`config.mk`:
```
export PLATFORM = sky130hd
export DESIGN_NAME = priority_sleep_task_scheduler_flat
export DESIGN_NICKNAME = d
export VERILOG_FILES = /design/src/psts_pkg.sv /design/src/psts_in_if.sv /design/src/psts_out_if.sv /design/src/priority_sleep_task_scheduler.sv /design/src/flat_wrapper.sv
export SDC_FILE = /design/constraint.sdc
export NUM_CORES = 2
export LEC_CHECK = 0
export ABC_CLOCK_PERIOD_IN_PS = 11860
export BUFFER_PORTS_ARGS = -buffer_cell sky130_fd_sc_hd__buf_2
export CORE_MARGIN = 2
export CORE_UTILIZATION = 55
export CTS_CLUSTER_SIZE = 12
export DETAILED_ROUTE_END_ITERATION = 7
export HOLD_SLACK_MARGIN = 0.12
export PLACE_DENSITY = 0.8
export SYNTH_ARGS = -nofsm -noshare
export SYNTH_HDL_FRONTEND = slang
export SYNTH_SLANG_ARGS = --single-unit
```
`constraint.sdc`:
```
create_clock -name clk_i -period 11.86 [get_ports clk_i]
set_input_delay 2.372 -clock clk_i [delete_from_list [all_inputs] [get_ports clk_i]]
set_output_delay 2.372 -clock clk_i [all_outputs]
set_load 0.005 [all_outputs]
```
`src/psts_pkg.sv`:
```
package psts_pkg;

  // default table size
  localparam int unsigned TASK_SLOTS_DEF = 16;

  // item field widths
  localparam int unsigned ACTION_W = 3;
  localparam int unsigned SLOT_FW  = 4;
  localparam int unsigned PRIO_W   = 8;
  localparam int unsigned WORD_W   = 32;
  localparam int unsigned STATUS_W = 2;

  // action codes
  localparam logic [ACTION_W-1:0] ACT_REGISTER = 3'd0;
  localparam logic [ACTION_W-1:0] ACT_ACTIVATE = 3'd1;
  localparam logic [ACTION_W-1:0] ACT_KILL     = 3'd2;
  localparam logic [ACTION_W-1:0] ACT_PICK     = 3'd3;
  localparam logic [ACTION_W-1:0] ACT_REPORT   = 3'd4;

  // slot status codes
  localparam logic [STATUS_W-1:0] ST_DEAD  = 2'd0;
  localparam logic [STATUS_W-1:0] ST_SLEEP = 2'd1;
  localparam logic [STATUS_W-1:0] ST_WAIT  = 2'd2;

  // one row of the task table
  typedef struct packed {
    logic [PRIO_W-1:0]   prio;
    logic [STATUS_W-1:0] status;
    logic                active;
    logic [WORD_W-1:0]   resume;
    logic [WORD_W-1:0]   order;
  } slot_entry_t;

endpackage

```
`src/psts_in_if.sv`:
```
interface psts_in_if;
  logic                                   valid;
  logic                                   ready;
  logic [psts_pkg::ACTION_W-1:0]          action;
  logic [psts_pkg::SLOT_FW-1:0]           task_slot;
  logic [psts_pkg::PRIO_W-1:0]            priority_req;
  logic signed [psts_pkg::WORD_W-1:0]     delay_or_return;
  logic [psts_pkg::WORD_W-1:0]            now_tick;

  modport source (
    output valid, action, task_slot, priority_req, delay_or_return, now_tick,
    input  ready
  );
  modport sink (
    input  valid, action, task_slot, priority_req, delay_or_return, now_tick,
    output ready
  );
endinterface

```
`src/psts_out_if.sv`:
```
interface psts_out_if;
  logic                            valid;
  logic                            ready;
  logic                            found;
  logic [psts_pkg::SLOT_FW-1:0]    result_slot;
  logic [psts_pkg::STATUS_W-1:0]   result_status;
  logic [psts_pkg::WORD_W-1:0]     result_order;

  modport source (
    output valid, found, result_slot, result_status, result_order,
    input  ready
  );
  modport sink (
    input  valid, found, result_slot, result_status, result_order,
    output ready
  );
endinterface

```
`src/priority_sleep_task_scheduler.sv`:
```
// Cooperative priority task scheduler over a table of TASK_SLOTS task slots,
// one result item per input item. Register, activate, kill and report read
// the addressed slot on acceptance, then update it, write it back and load
// the result register. Pick walks the table with a single shared compare
// unit, one slot per cycle over the one read port of the slot memory, then
// loads the winner into the result register. The block takes one item at a
// time; input ready is high only while idle, and a finished result may wait
// in the output register while the next item is accepted. A finished item
// waits in its last step if the previous result has not been taken yet. Pick
// chooses the lowest priority among active sleeping slots whose resume tick
// is at or below now_tick (plain unsigned compare); equal priorities go to
// the larger order number, then to the lower slot. The user must write the
// wait-for-resume return code through cfg_we_i / cfg_wdata_i only while the
// block is idle; the block does not enforce this. The code resets to -1.
module priority_sleep_task_scheduler #(
  parameter int unsigned TASK_SLOTS = psts_pkg::TASK_SLOTS_DEF
) (
  input  logic                               clk_i,
  input  logic                               rst_ni,
  input  logic                               cfg_we_i,
  input  logic signed [psts_pkg::WORD_W-1:0] cfg_wdata_i,
  psts_in_if.sink                            in_i,
  psts_out_if.source                         out_o
);

  localparam int unsigned SLOT_W = $clog2(TASK_SLOTS);
  localparam logic [SLOT_W-1:0] LAST_SLOT = SLOT_W'(TASK_SLOTS - 1);

  // sequencer states
  localparam logic [2:0] S_IDLE = 3'd0; // waiting for an item
  localparam logic [2:0] S_OP   = 3'd1; // update one slot, emit result
  localparam logic [2:0] S_SCAN = 3'd2; // walk the table, one slot per cycle
  localparam logic [2:0] S_LAST = 3'd3; // compare the last slot read
  localparam logic [2:0] S_DONE = 3'd4; // emit the pick result

  logic [2:0] state_q, state_d;

  // config register
  logic signed [psts_pkg::WORD_W-1:0] wait_code_q;

  // latched item
  logic [psts_pkg::ACTION_W-1:0] act_q;
  logic [psts_pkg::SLOT_FW-1:0]  slot_q;
  logic [psts_pkg::PRIO_W-1:0]   prio_q;
  logic [psts_pkg::WORD_W-1:0]   arg_q;
  logic [psts_pkg::WORD_W-1:0]   now_q;
  logic                          oor_q;

  // insertion counter
  logic [psts_pkg::WORD_W-1:0] cnt_q;

  // slot memory with per-slot valid bits; an unwritten slot reads as reset
  psts_pkg::slot_entry_t mem_q [TASK_SLOTS];
  logic [TASK_SLOTS-1:0] vld_q;
  psts_pkg::slot_entry_t rd_data_q;
  logic                  rd_hit_q;
  logic [SLOT_W-1:0]     rd_idx_q;
  logic                  rd_en;
  logic [SLOT_W-1:0]     rd_addr;
  logic                  wr_en;
  psts_pkg::slot_entry_t wr_data;
  psts_pkg::slot_entry_t cur;

  // scan state
  logic [SLOT_W-1:0]           scan_idx_q;
  logic                        rd_pend_q;
  logic                        have_q;
  logic [SLOT_W-1:0]           best_slot_q;
  logic [psts_pkg::PRIO_W-1:0] best_prio_q;
  logic [psts_pkg::WORD_W-1:0] best_order_q;
  logic                        cand;
  logic                        better;
  logic                        cmp_en;

  // output register
  logic                          out_valid_q;
  logic                          res_found_q;
  logic [psts_pkg::SLOT_FW-1:0]  res_slot_q;
  logic [psts_pkg::STATUS_W-1:0] res_status_q;
  logic [psts_pkg::WORD_W-1:0]   res_order_q;
  logic                          out_free;

  // update path
  logic                          take;
  logic                          arg_neg;
  logic [psts_pkg::WORD_W-1:0]   wake_tick;
  logic                          accept;
  logic                          in_oor;
  logic                          op_done;
  logic                          pick_done;

  assign accept   = in_i.valid && in_i.ready;
  assign in_oor   = 32'(in_i.task_slot) >= 32'(TASK_SLOTS);
  assign out_free = !out_valid_q || out_o.ready;
  assign op_done  = (state_q == S_OP) && out_free;
  assign pick_done = (state_q == S_DONE) && out_free;

  assign in_i.ready          = (state_q == S_IDLE);
  assign out_o.valid         = out_valid_q;
  assign out_o.found         = res_found_q;
  assign out_o.result_slot   = res_slot_q;
  assign out_o.result_status = res_status_q;
  assign out_o.result_order  = res_order_q;

  // next state
  always_comb begin
    state_d = state_q;
    unique case (state_q)
      S_IDLE: begin
        if (accept) begin
          state_d = (in_i.action == psts_pkg::ACT_PICK) ? S_SCAN : S_OP;
        end
      end
      S_OP:   if (out_free) state_d = S_IDLE;
      S_SCAN: if (scan_idx_q == LAST_SLOT) state_d = S_LAST;
      S_LAST: state_d = S_DONE;
      S_DONE: if (out_free) state_d = S_IDLE;
      default: state_d = S_IDLE;
    endcase
  end

  // one read port: addressed slot on accept, walking index while scanning
  always_comb begin
    rd_en   = 1'b0;
    rd_addr = SLOT_W'(in_i.task_slot);
    if (accept && !in_oor && in_i.action != psts_pkg::ACT_PICK) begin
      rd_en = 1'b1;
    end else if (state_q == S_SCAN) begin
      rd_en   = 1'b1;
      rd_addr = scan_idx_q;
    end
  end

  always_ff @(posedge clk_i) begin
    if (rd_en) begin
      rd_data_q <= mem_q[rd_addr];
      rd_hit_q  <= vld_q[rd_addr];
      rd_idx_q  <= rd_addr;
    end
    if (wr_en) begin
      mem_q[SLOT_W'(slot_q)] <= wr_data;
    end
  end

  assign cur = rd_hit_q ? rd_data_q : '0;

  // shared compare unit for the pick scan
  always_comb begin
    cand = cur.active && (cur.status == psts_pkg::ST_SLEEP) && !(now_q < cur.resume);
    better = cand && (!have_q || (cur.prio < best_prio_q) ||
                      ((cur.prio == best_prio_q) && (cur.order > best_order_q)));
    cmp_en = ((state_q == S_SCAN) && rd_pend_q) || (state_q == S_LAST);
  end

  // slot update for the non-pick actions
  assign arg_neg   = arg_q[psts_pkg::WORD_W-1];
  assign wake_tick = now_q + arg_q;

  always_comb begin
    wr_data = cur;
    take    = 1'b0;
    unique case (act_q)
      psts_pkg::ACT_REGISTER: begin
        wr_data.prio   = prio_q;
        wr_data.status = psts_pkg::ST_DEAD;
        wr_data.active = 1'b0;
        take           = 1'b1;
      end
      psts_pkg::ACT_ACTIVATE: begin
        if (cur.status == psts_pkg::ST_DEAD) begin
          wr_data.active = 1'b1;
          take           = 1'b1;
        end
        if (!arg_neg) begin
          wr_data.status = psts_pkg::ST_SLEEP;
          wr_data.resume = wake_tick;
        end else begin
          wr_data.status = psts_pkg::ST_WAIT;
        end
      end
      psts_pkg::ACT_KILL: begin
        wr_data.status = psts_pkg::ST_DEAD;
        wr_data.active = 1'b0;
        take           = cur.active;
      end
      psts_pkg::ACT_REPORT: begin
        if (!arg_neg) begin
          wr_data.resume = wake_tick;
        end else if ($signed(arg_q) == wait_code_q) begin
          wr_data.status = psts_pkg::ST_WAIT;
        end else begin
          // any other negative code kills the task
          wr_data.status = psts_pkg::ST_DEAD;
          wr_data.active = 1'b0;
          take           = cur.active;
        end
      end
      default: ;
    endcase
    if (take) begin
      wr_data.order = cnt_q;
    end
  end

  assign wr_en = op_done && !oor_q;

  // control and config registers
  always_ff @(posedge clk_i or negedge rst_ni) begin
    if (!rst_ni) begin
      state_q     <= S_IDLE;
      wait_code_q <= -32'sd1;
      cnt_q       <= '0;
      vld_q       <= '0;
      out_valid_q <= 1'b0;
      scan_idx_q  <= '0;
      rd_pend_q   <= 1'b0;
      have_q      <= 1'b0;
    end else begin
      state_q <= state_d;
      if (cfg_we_i) begin
        wait_code_q <= cfg_wdata_i;
      end
      if (wr_en) begin
        vld_q[SLOT_W'(slot_q)] <= 1'b1;
        if (take) begin
          cnt_q <= cnt_q + 32'd1;
        end
      end
      if (op_done || pick_done) begin
        out_valid_q <= 1'b1;
      end else if (out_o.ready) begin
        out_valid_q <= 1'b0;
      end
      if (accept) begin
        scan_idx_q <= '0;
        rd_pend_q  <= 1'b0;
        have_q     <= 1'b0;
      end else if (state_q == S_SCAN) begin
        scan_idx_q <= scan_idx_q + SLOT_W'(1);
        rd_pend_q  <= 1'b1;
      end
      if (cmp_en && better) begin
        have_q <= 1'b1;
      end
    end
  end

  // payload registers
  always_ff @(posedge clk_i) begin
    if (accept) begin
      act_q  <= in_i.action;
      slot_q <= in_i.task_slot;
      prio_q <= in_i.priority_req;
      arg_q  <= in_i.delay_or_return;
      now_q  <= in_i.now_tick;
      oor_q  <= in_oor;
    end
    if (cmp_en && better) begin
      best_slot_q  <= rd_idx_q;
      best_prio_q  <= cur.prio;
      best_order_q <= cur.order;
    end
    if (op_done) begin
      res_found_q  <= 1'b1;
      res_slot_q   <= slot_q;
      res_status_q <= oor_q ? psts_pkg::ST_DEAD : wr_data.status;
      res_order_q  <= oor_q ? '0 : wr_data.order;
    end else if (pick_done) begin
      res_found_q  <= have_q;
      res_slot_q   <= have_q ? psts_pkg::SLOT_FW'(best_slot_q) : '0;
      res_status_q <= have_q ? psts_pkg::ST_SLEEP : psts_pkg::ST_DEAD;
      res_order_q  <= have_q ? best_order_q : '0;
    end
  end

  // the insertion counter only moves while a slot is being updated
  a_cnt_only_on_op: assert property (@(posedge clk_i) disable iff (!rst_ni)
    (state_q != S_OP) |=> $stable(cnt_q))
    else $error("insertion counter moved outside a slot update");

  // a pick never writes the table
  a_pick_no_write: assert property (@(posedge clk_i) disable iff (!rst_ni)
    (state_q == S_SCAN || state_q == S_LAST || state_q == S_DONE) |-> !wr_en)
    else $error("table written during a pick");

  // an empty pick reports a dead slot with order zero
  a_empty_pick: assert property (@(posedge clk_i) disable iff (!rst_ni)
    (out_valid_q && !res_found_q) |->
      (res_status_q == psts_pkg::ST_DEAD && res_order_q == '0 && res_slot_q == '0))
    else $error("empty pick result carries slot data");

  // the winner of a pick is always a sleeping slot
  a_found_sleeping: assert property (@(posedge clk_i) disable iff (!rst_ni)
    pick_done && have_q |=> (res_status_q == psts_pkg::ST_SLEEP && res_found_q))
    else $error("pick result is not a sleeping slot");

endmodule

```
`src/flat_wrapper.sv`:
```
// flat-port wrapper written by rule: the top's interface ports become plain ports
module priority_sleep_task_scheduler_flat 
#(
  parameter int unsigned TASK_SLOTS = psts_pkg::TASK_SLOTS_DEF
)
  (clk_i, rst_ni, cfg_we_i, cfg_wdata_i, in_i_valid, in_i_action, in_i_task_slot, in_i_priority_req, in_i_delay_or_return, in_i_now_tick, in_i_ready, out_o_valid, out_o_found, out_o_result_slot, out_o_result_status, out_o_result_order, out_o_ready);
  psts_in_if in_i_i ();
  psts_out_if out_o_i ();
  input  logic clk_i;
  input  logic rst_ni;
  input  logic cfg_we_i;
  input  logic signed [psts_pkg::WORD_W-1:0] cfg_wdata_i;
  input wire logic [$bits(in_i_i.valid)-1:0] in_i_valid;
  input wire logic [$bits(in_i_i.action)-1:0] in_i_action;
  input wire logic [$bits(in_i_i.task_slot)-1:0] in_i_task_slot;
  input wire logic [$bits(in_i_i.priority_req)-1:0] in_i_priority_req;
  input wire logic [$bits(in_i_i.delay_or_return)-1:0] in_i_delay_or_return;
  input wire logic [$bits(in_i_i.now_tick)-1:0] in_i_now_tick;
  output wire logic [$bits(in_i_i.ready)-1:0] in_i_ready;
  output wire logic [$bits(out_o_i.valid)-1:0] out_o_valid;
  output wire logic [$bits(out_o_i.found)-1:0] out_o_found;
  output wire logic [$bits(out_o_i.result_slot)-1:0] out_o_result_slot;
  output wire logic [$bits(out_o_i.result_status)-1:0] out_o_result_status;
  output wire logic [$bits(out_o_i.result_order)-1:0] out_o_result_order;
  input wire logic [$bits(out_o_i.ready)-1:0] out_o_ready;
  assign in_i_i.valid = in_i_valid;
  assign in_i_i.action = in_i_action;
  assign in_i_i.task_slot = in_i_task_slot;
  assign in_i_i.priority_req = in_i_priority_req;
  assign in_i_i.delay_or_return = in_i_delay_or_return;
  assign in_i_i.now_tick = in_i_now_tick;
  assign in_i_ready = in_i_i.ready;
  assign out_o_valid = out_o_i.valid;
  assign out_o_found = out_o_i.found;
  assign out_o_result_slot = out_o_i.result_slot;
  assign out_o_result_status = out_o_i.result_status;
  assign out_o_result_order = out_o_i.result_order;
  assign out_o_i.ready = out_o_ready;
  priority_sleep_task_scheduler #(.TASK_SLOTS(TASK_SLOTS)) u_core (.clk_i(clk_i), .rst_ni(rst_ni), .cfg_we_i(cfg_we_i), .cfg_wdata_i(cfg_wdata_i), .in_i(in_i_i), .out_o(out_o_i));
endmodule
```
==> impl_metrics.csv <==
group,metric,value,unit
logic_synthesis,synthCells,4953,
logic_synthesis,yosys.area.top_type,"edfxtp_1",
timing,layout_worst_path_cycle_share,47.4,%
power_and_ir_drop,seq_power_share,48.2,%
timing,finClkSkew,0.0326,ns
logic_synthesis,seq_area_frac_synth,71.6,%
cells_and_area,fillers,8239,
placement,port_buffers,156,
status,status,"completed",
critical_path,start_kind,"primary input",
power_and_ir_drop,power_frac_comb,21.7,%
global_route,antenna_found_initial,2,
power_and_ir_drop,peakVddDrop,0.154,mV
logic_synthesis,async_flop_share,5.87,%
placement,hpwlAfterDp,85.2,mm
clock_tree,clock_sinks,1532,
power_and_ir_drop,pwr-share-clk,30.1,%
cells_and_area,utilization,61.6,%
logic_synthesis,synth.area.mux_share,1.39,%
clock_tree,clock_latency,0.76,ns
logic_synthesis,synth_nets,5174,
job,max_cap_violations,0,
critical_path,criticalPathCategory,"in2reg",
clock_tree,cts_hold_buf,0,
cells_and_area,stdcell_area,0.0705,mm2
critical_path,slowest_delay,0.87,ns
cells_and_area,regArea,0.0456,mm2
floorplan,die_x,344,um
floorplan,start_util,55.6,%
placement,routabilityCongestion,0.854,
logic_synthesis,synth_edf_count,1441,
timing,setup_tns,0,ns
global_route,grt_pass1_vias,40598,
logic_synthesis,synthTopCellsByCount,"edfxtp_1 (1441), nand2_1 (1363), nand3_1 (690)",
power_and_ir_drop,total_power,15000,uW
critical_path,cp.required,12.45,ns
logic_synthesis,synth_xor_area_share,1.27,%
detailed_routing,drt-vias-per-instance,6.23,
critical_path,critPathSlowestCell,"buf_4",
timing,fin_hold_ws,0.430,ns
power_and_ir_drop,p_sw,4540,uW
cells_and_area,multi_input_area,0.0167,mm2
power_and_ir_drop,power_leakage,0.0256,uW
detailed_routing,drc,0,
clock_tree,cts_root_buffer,"clkbuf_16",
cells_and_area,drive_gt1_share,11.5,%
power_and_ir_drop,power_density,213,mW/mm2
critical_path,path_max_fanout,172,
timing,fin_crit,5.63,ns
cells_and_area,nNetsFinal,5273,
logic_synthesis,ys_types,73,
detailed_routing,routedWlPerCell,23.5,um
timing,slew_headroom,19.5,%
cells_and_area,num_antenna_cells,0,
clock_tree,cts_buffers,153,
detailed_routing,drt_iter0_drc,5618,
global_route,grt_first_pass_wirelength,237,mm
floorplan,rows,124,
floorplan,die_area,0.118,mm2
logic_synthesis,synthFlopType,"edfxtp_1",
logic_synthesis,synth_top_family_by_area,"simple AND/OR/NAND/NOR gates",
critical_path,cp_cell_sequence,"buf_2, mux2i_4, buf_4, buf_12, buf_4, nand2_1, and3_1, a311oi_1, a311oi_1, a31oi_1",
detailed_routing,ant_nets,0,
detailed_routing,firstDrtPassIters,6,
timing,finalSetupViolations,0,
timing,slew_viol_final,0,
logic_synthesis,ys_warn_count,0,
timing,final_hold_viol_count,0,
floorplan,core_area,0.115,mm2
timing,fmax,178,MHz
logic_synthesis,syn_area,0.0637,mm2
clock_tree,cts_tree,"done",
logic_synthesis,yosys-top-cells-area,"edfxtp_1 (68%), nand2_1 (8.0%), nand3_1 (5.4%)",
critical_path,crit_arrival,6.21,ns
clock_tree,cts_setup_buffers,0,
logic_synthesis,synth_fa_ha_area_share,2.08,%
worst_hold_path,hp-class,"reg2reg",
logic_synthesis,yosysMostFrequentCell,"edfxtp_1",
power_and_ir_drop,switching_share,30.2,%
global_route,grt_max_degree,256,
floorplan,die_y,344,um
critical_path,end_kind,"flip-flop",
logic_synthesis,synth-compound-area-share,4.87,%
global_route,track_usage,26.2,%
clock_tree,clock_path_buffers,3,
floorplan,io_pins,157,
detailed_routing,vias,41525,
timing,rsz0062_at_grt,"no",
global_route,overflow,0,
timing,worst_pin_slew,1.20,ns
detailed_routing,drt_wl_total,156,mm
logic_synthesis,synth_seq_cells,1532,
logic_synthesis,synth-simple-area-share,16.3,%
placement,dpl-instance-area,0.0659,mm2
clock_tree,clkTransAtPathRegs,0.06,ns
clock_tree,htreeDepth,4,
power_and_ir_drop,p_int,10500,uW
logic_synthesis,synth_top_cell_area_share,68.0,%
cells_and_area,syn2layout_area_growth,10.8,%
logic_synthesis,avgSynthCellArea,12.9,um2
clock_tree,post_cts_resized,0,
-- layout make-up --
class / count / area share, %
Clock buffer: 225 / 5.97
Clock inverter: 32 / 0.541
Inverter: 65 / 0.387
Multi-Input combinational cell: 3057 / 23.6
Sequential cell: 1532 / 64.6
Tap cell: 1512 / 2.68
Timing Repair Buffer: 243 / 2.14
-- layer usage --
metal	vias to the layer above	wire length (um)	share of wire (%)	GRT usage [%]
met5	-	27	0.017	0
met4	4	5450	3.5	10.0
met3	339	15700	10	4.53
met1	20442	59600	38	35.9
met2	2420	75600	48	42.3
li1	18320	-	-	-
-- power groups by stage --
| stage | combinational, uW | sequential (uW) | clock (uW) |
|---|---|---|---|
| 5_1_grt | 3560 | 7260 | 4760 |
| 4_1_cts | 3230 | 7230 | 4550 |
| 3_5_place_dp | 3200 | 7330 | 0 |
| 3_3_place_gp | 3090 | 7330 | 0 |
| 2_1_floorplan | 2110 | 7270 | 0 |
| 6_report | 3250 | 7230 | 4520 |
-- stage by stage --
| step | std cells | worst slack, ns |
|---|---|---|
| 3_3_place_gp | 6409 | 5.59 |
| 3_5_place_dp | 6409 | 5.41 |
| 2_1_floorplan | 4953 | 0.720 |
| 4_1_cts | 6666 | 6.22 |
| 6_report | 6666 | 6.23 |
| 5_1_grt | 6666 | 5.94 |
-- critical path: cells and delay by family --
kind / cells / cell delay (ns)
AND/OR/NAND/NOR: 2 / 0.36
buffers and inverters: 4 / 2.40
multiplexers: 1 / 0.34
AO/OA/AOI/OAI: 3 / 0.61
-- layout by cell type, fill, tap and decap left out, types with 47 or more instances in the layout --
cell type and count:
ha_1 104, dfrtp_1 58, a31oi_1 83, inv_1 61, clkbuf_16 155, mux2_2 69
a311oi_1 152, edfxtp_1 1441, nand2_1 1363, buf_2 155, xor2_1 61, and3_1 86
clkbuf_1 63, nand3_1 690, buf_4 82, o21ai_0 47
-- logic make-up (layout without fill, tap and decap cells) --
| family | Yosys count | count (layout) |
|---|---|---|
| compound gates | 431 | 431 |
| xor+xnor | 92 | 92 |
| fa+ha+maj | 105 | 105 |
| buf+inv | 364 | 565 |
| flops | 1532 | 1532 |
| mux | 77 | 77 |
| simple gates | 2352 | 2352 |
-- flip-flops by register name, summed over array words and instances, names as in the netlist, 8 cells and up --
name                       flops
u_core.arg_q                  32
u_core.best_order_q           32
u_core.best_prio_q             8
u_core.cnt_q                  32
u_core.mem_q                1200
u_core.now_q                  32
u_core.out_o.result_order     32
u_core.prio_q                  8
u_core.rd_data_q              75
u_core.vld_q                  16
u_core.wait_code_q            32
-- final timing paths --
| path | start | endpoint | slack, ns | depth (start not counted) |
|---|---|---|---|---|
| worst max-delay path | in_i_task_slot[0] | u_core.rd_data_q[9] | 6.23 | 10 |
| min in group asynchronous | rst_ni | u_core.cnt_q[31] | 1.66 | 1 |
| worst min-delay path | u_core.rd_idx_q[3] | u_core.best_slot_q[3] | 0.43 | 0 |
| worst min register to register | u_core.rd_idx_q[3] | u_core.best_slot_q[3] | 0.43 | 0 |
| worst max register to register | u_core.state_q[2] | u_core.rd_data_q[9] | 6.38 | 11 |
| max in group asynchronous | rst_ni | u_core.have_q | 8.89 | 2 |
Power figures use the tool's default switching activity.
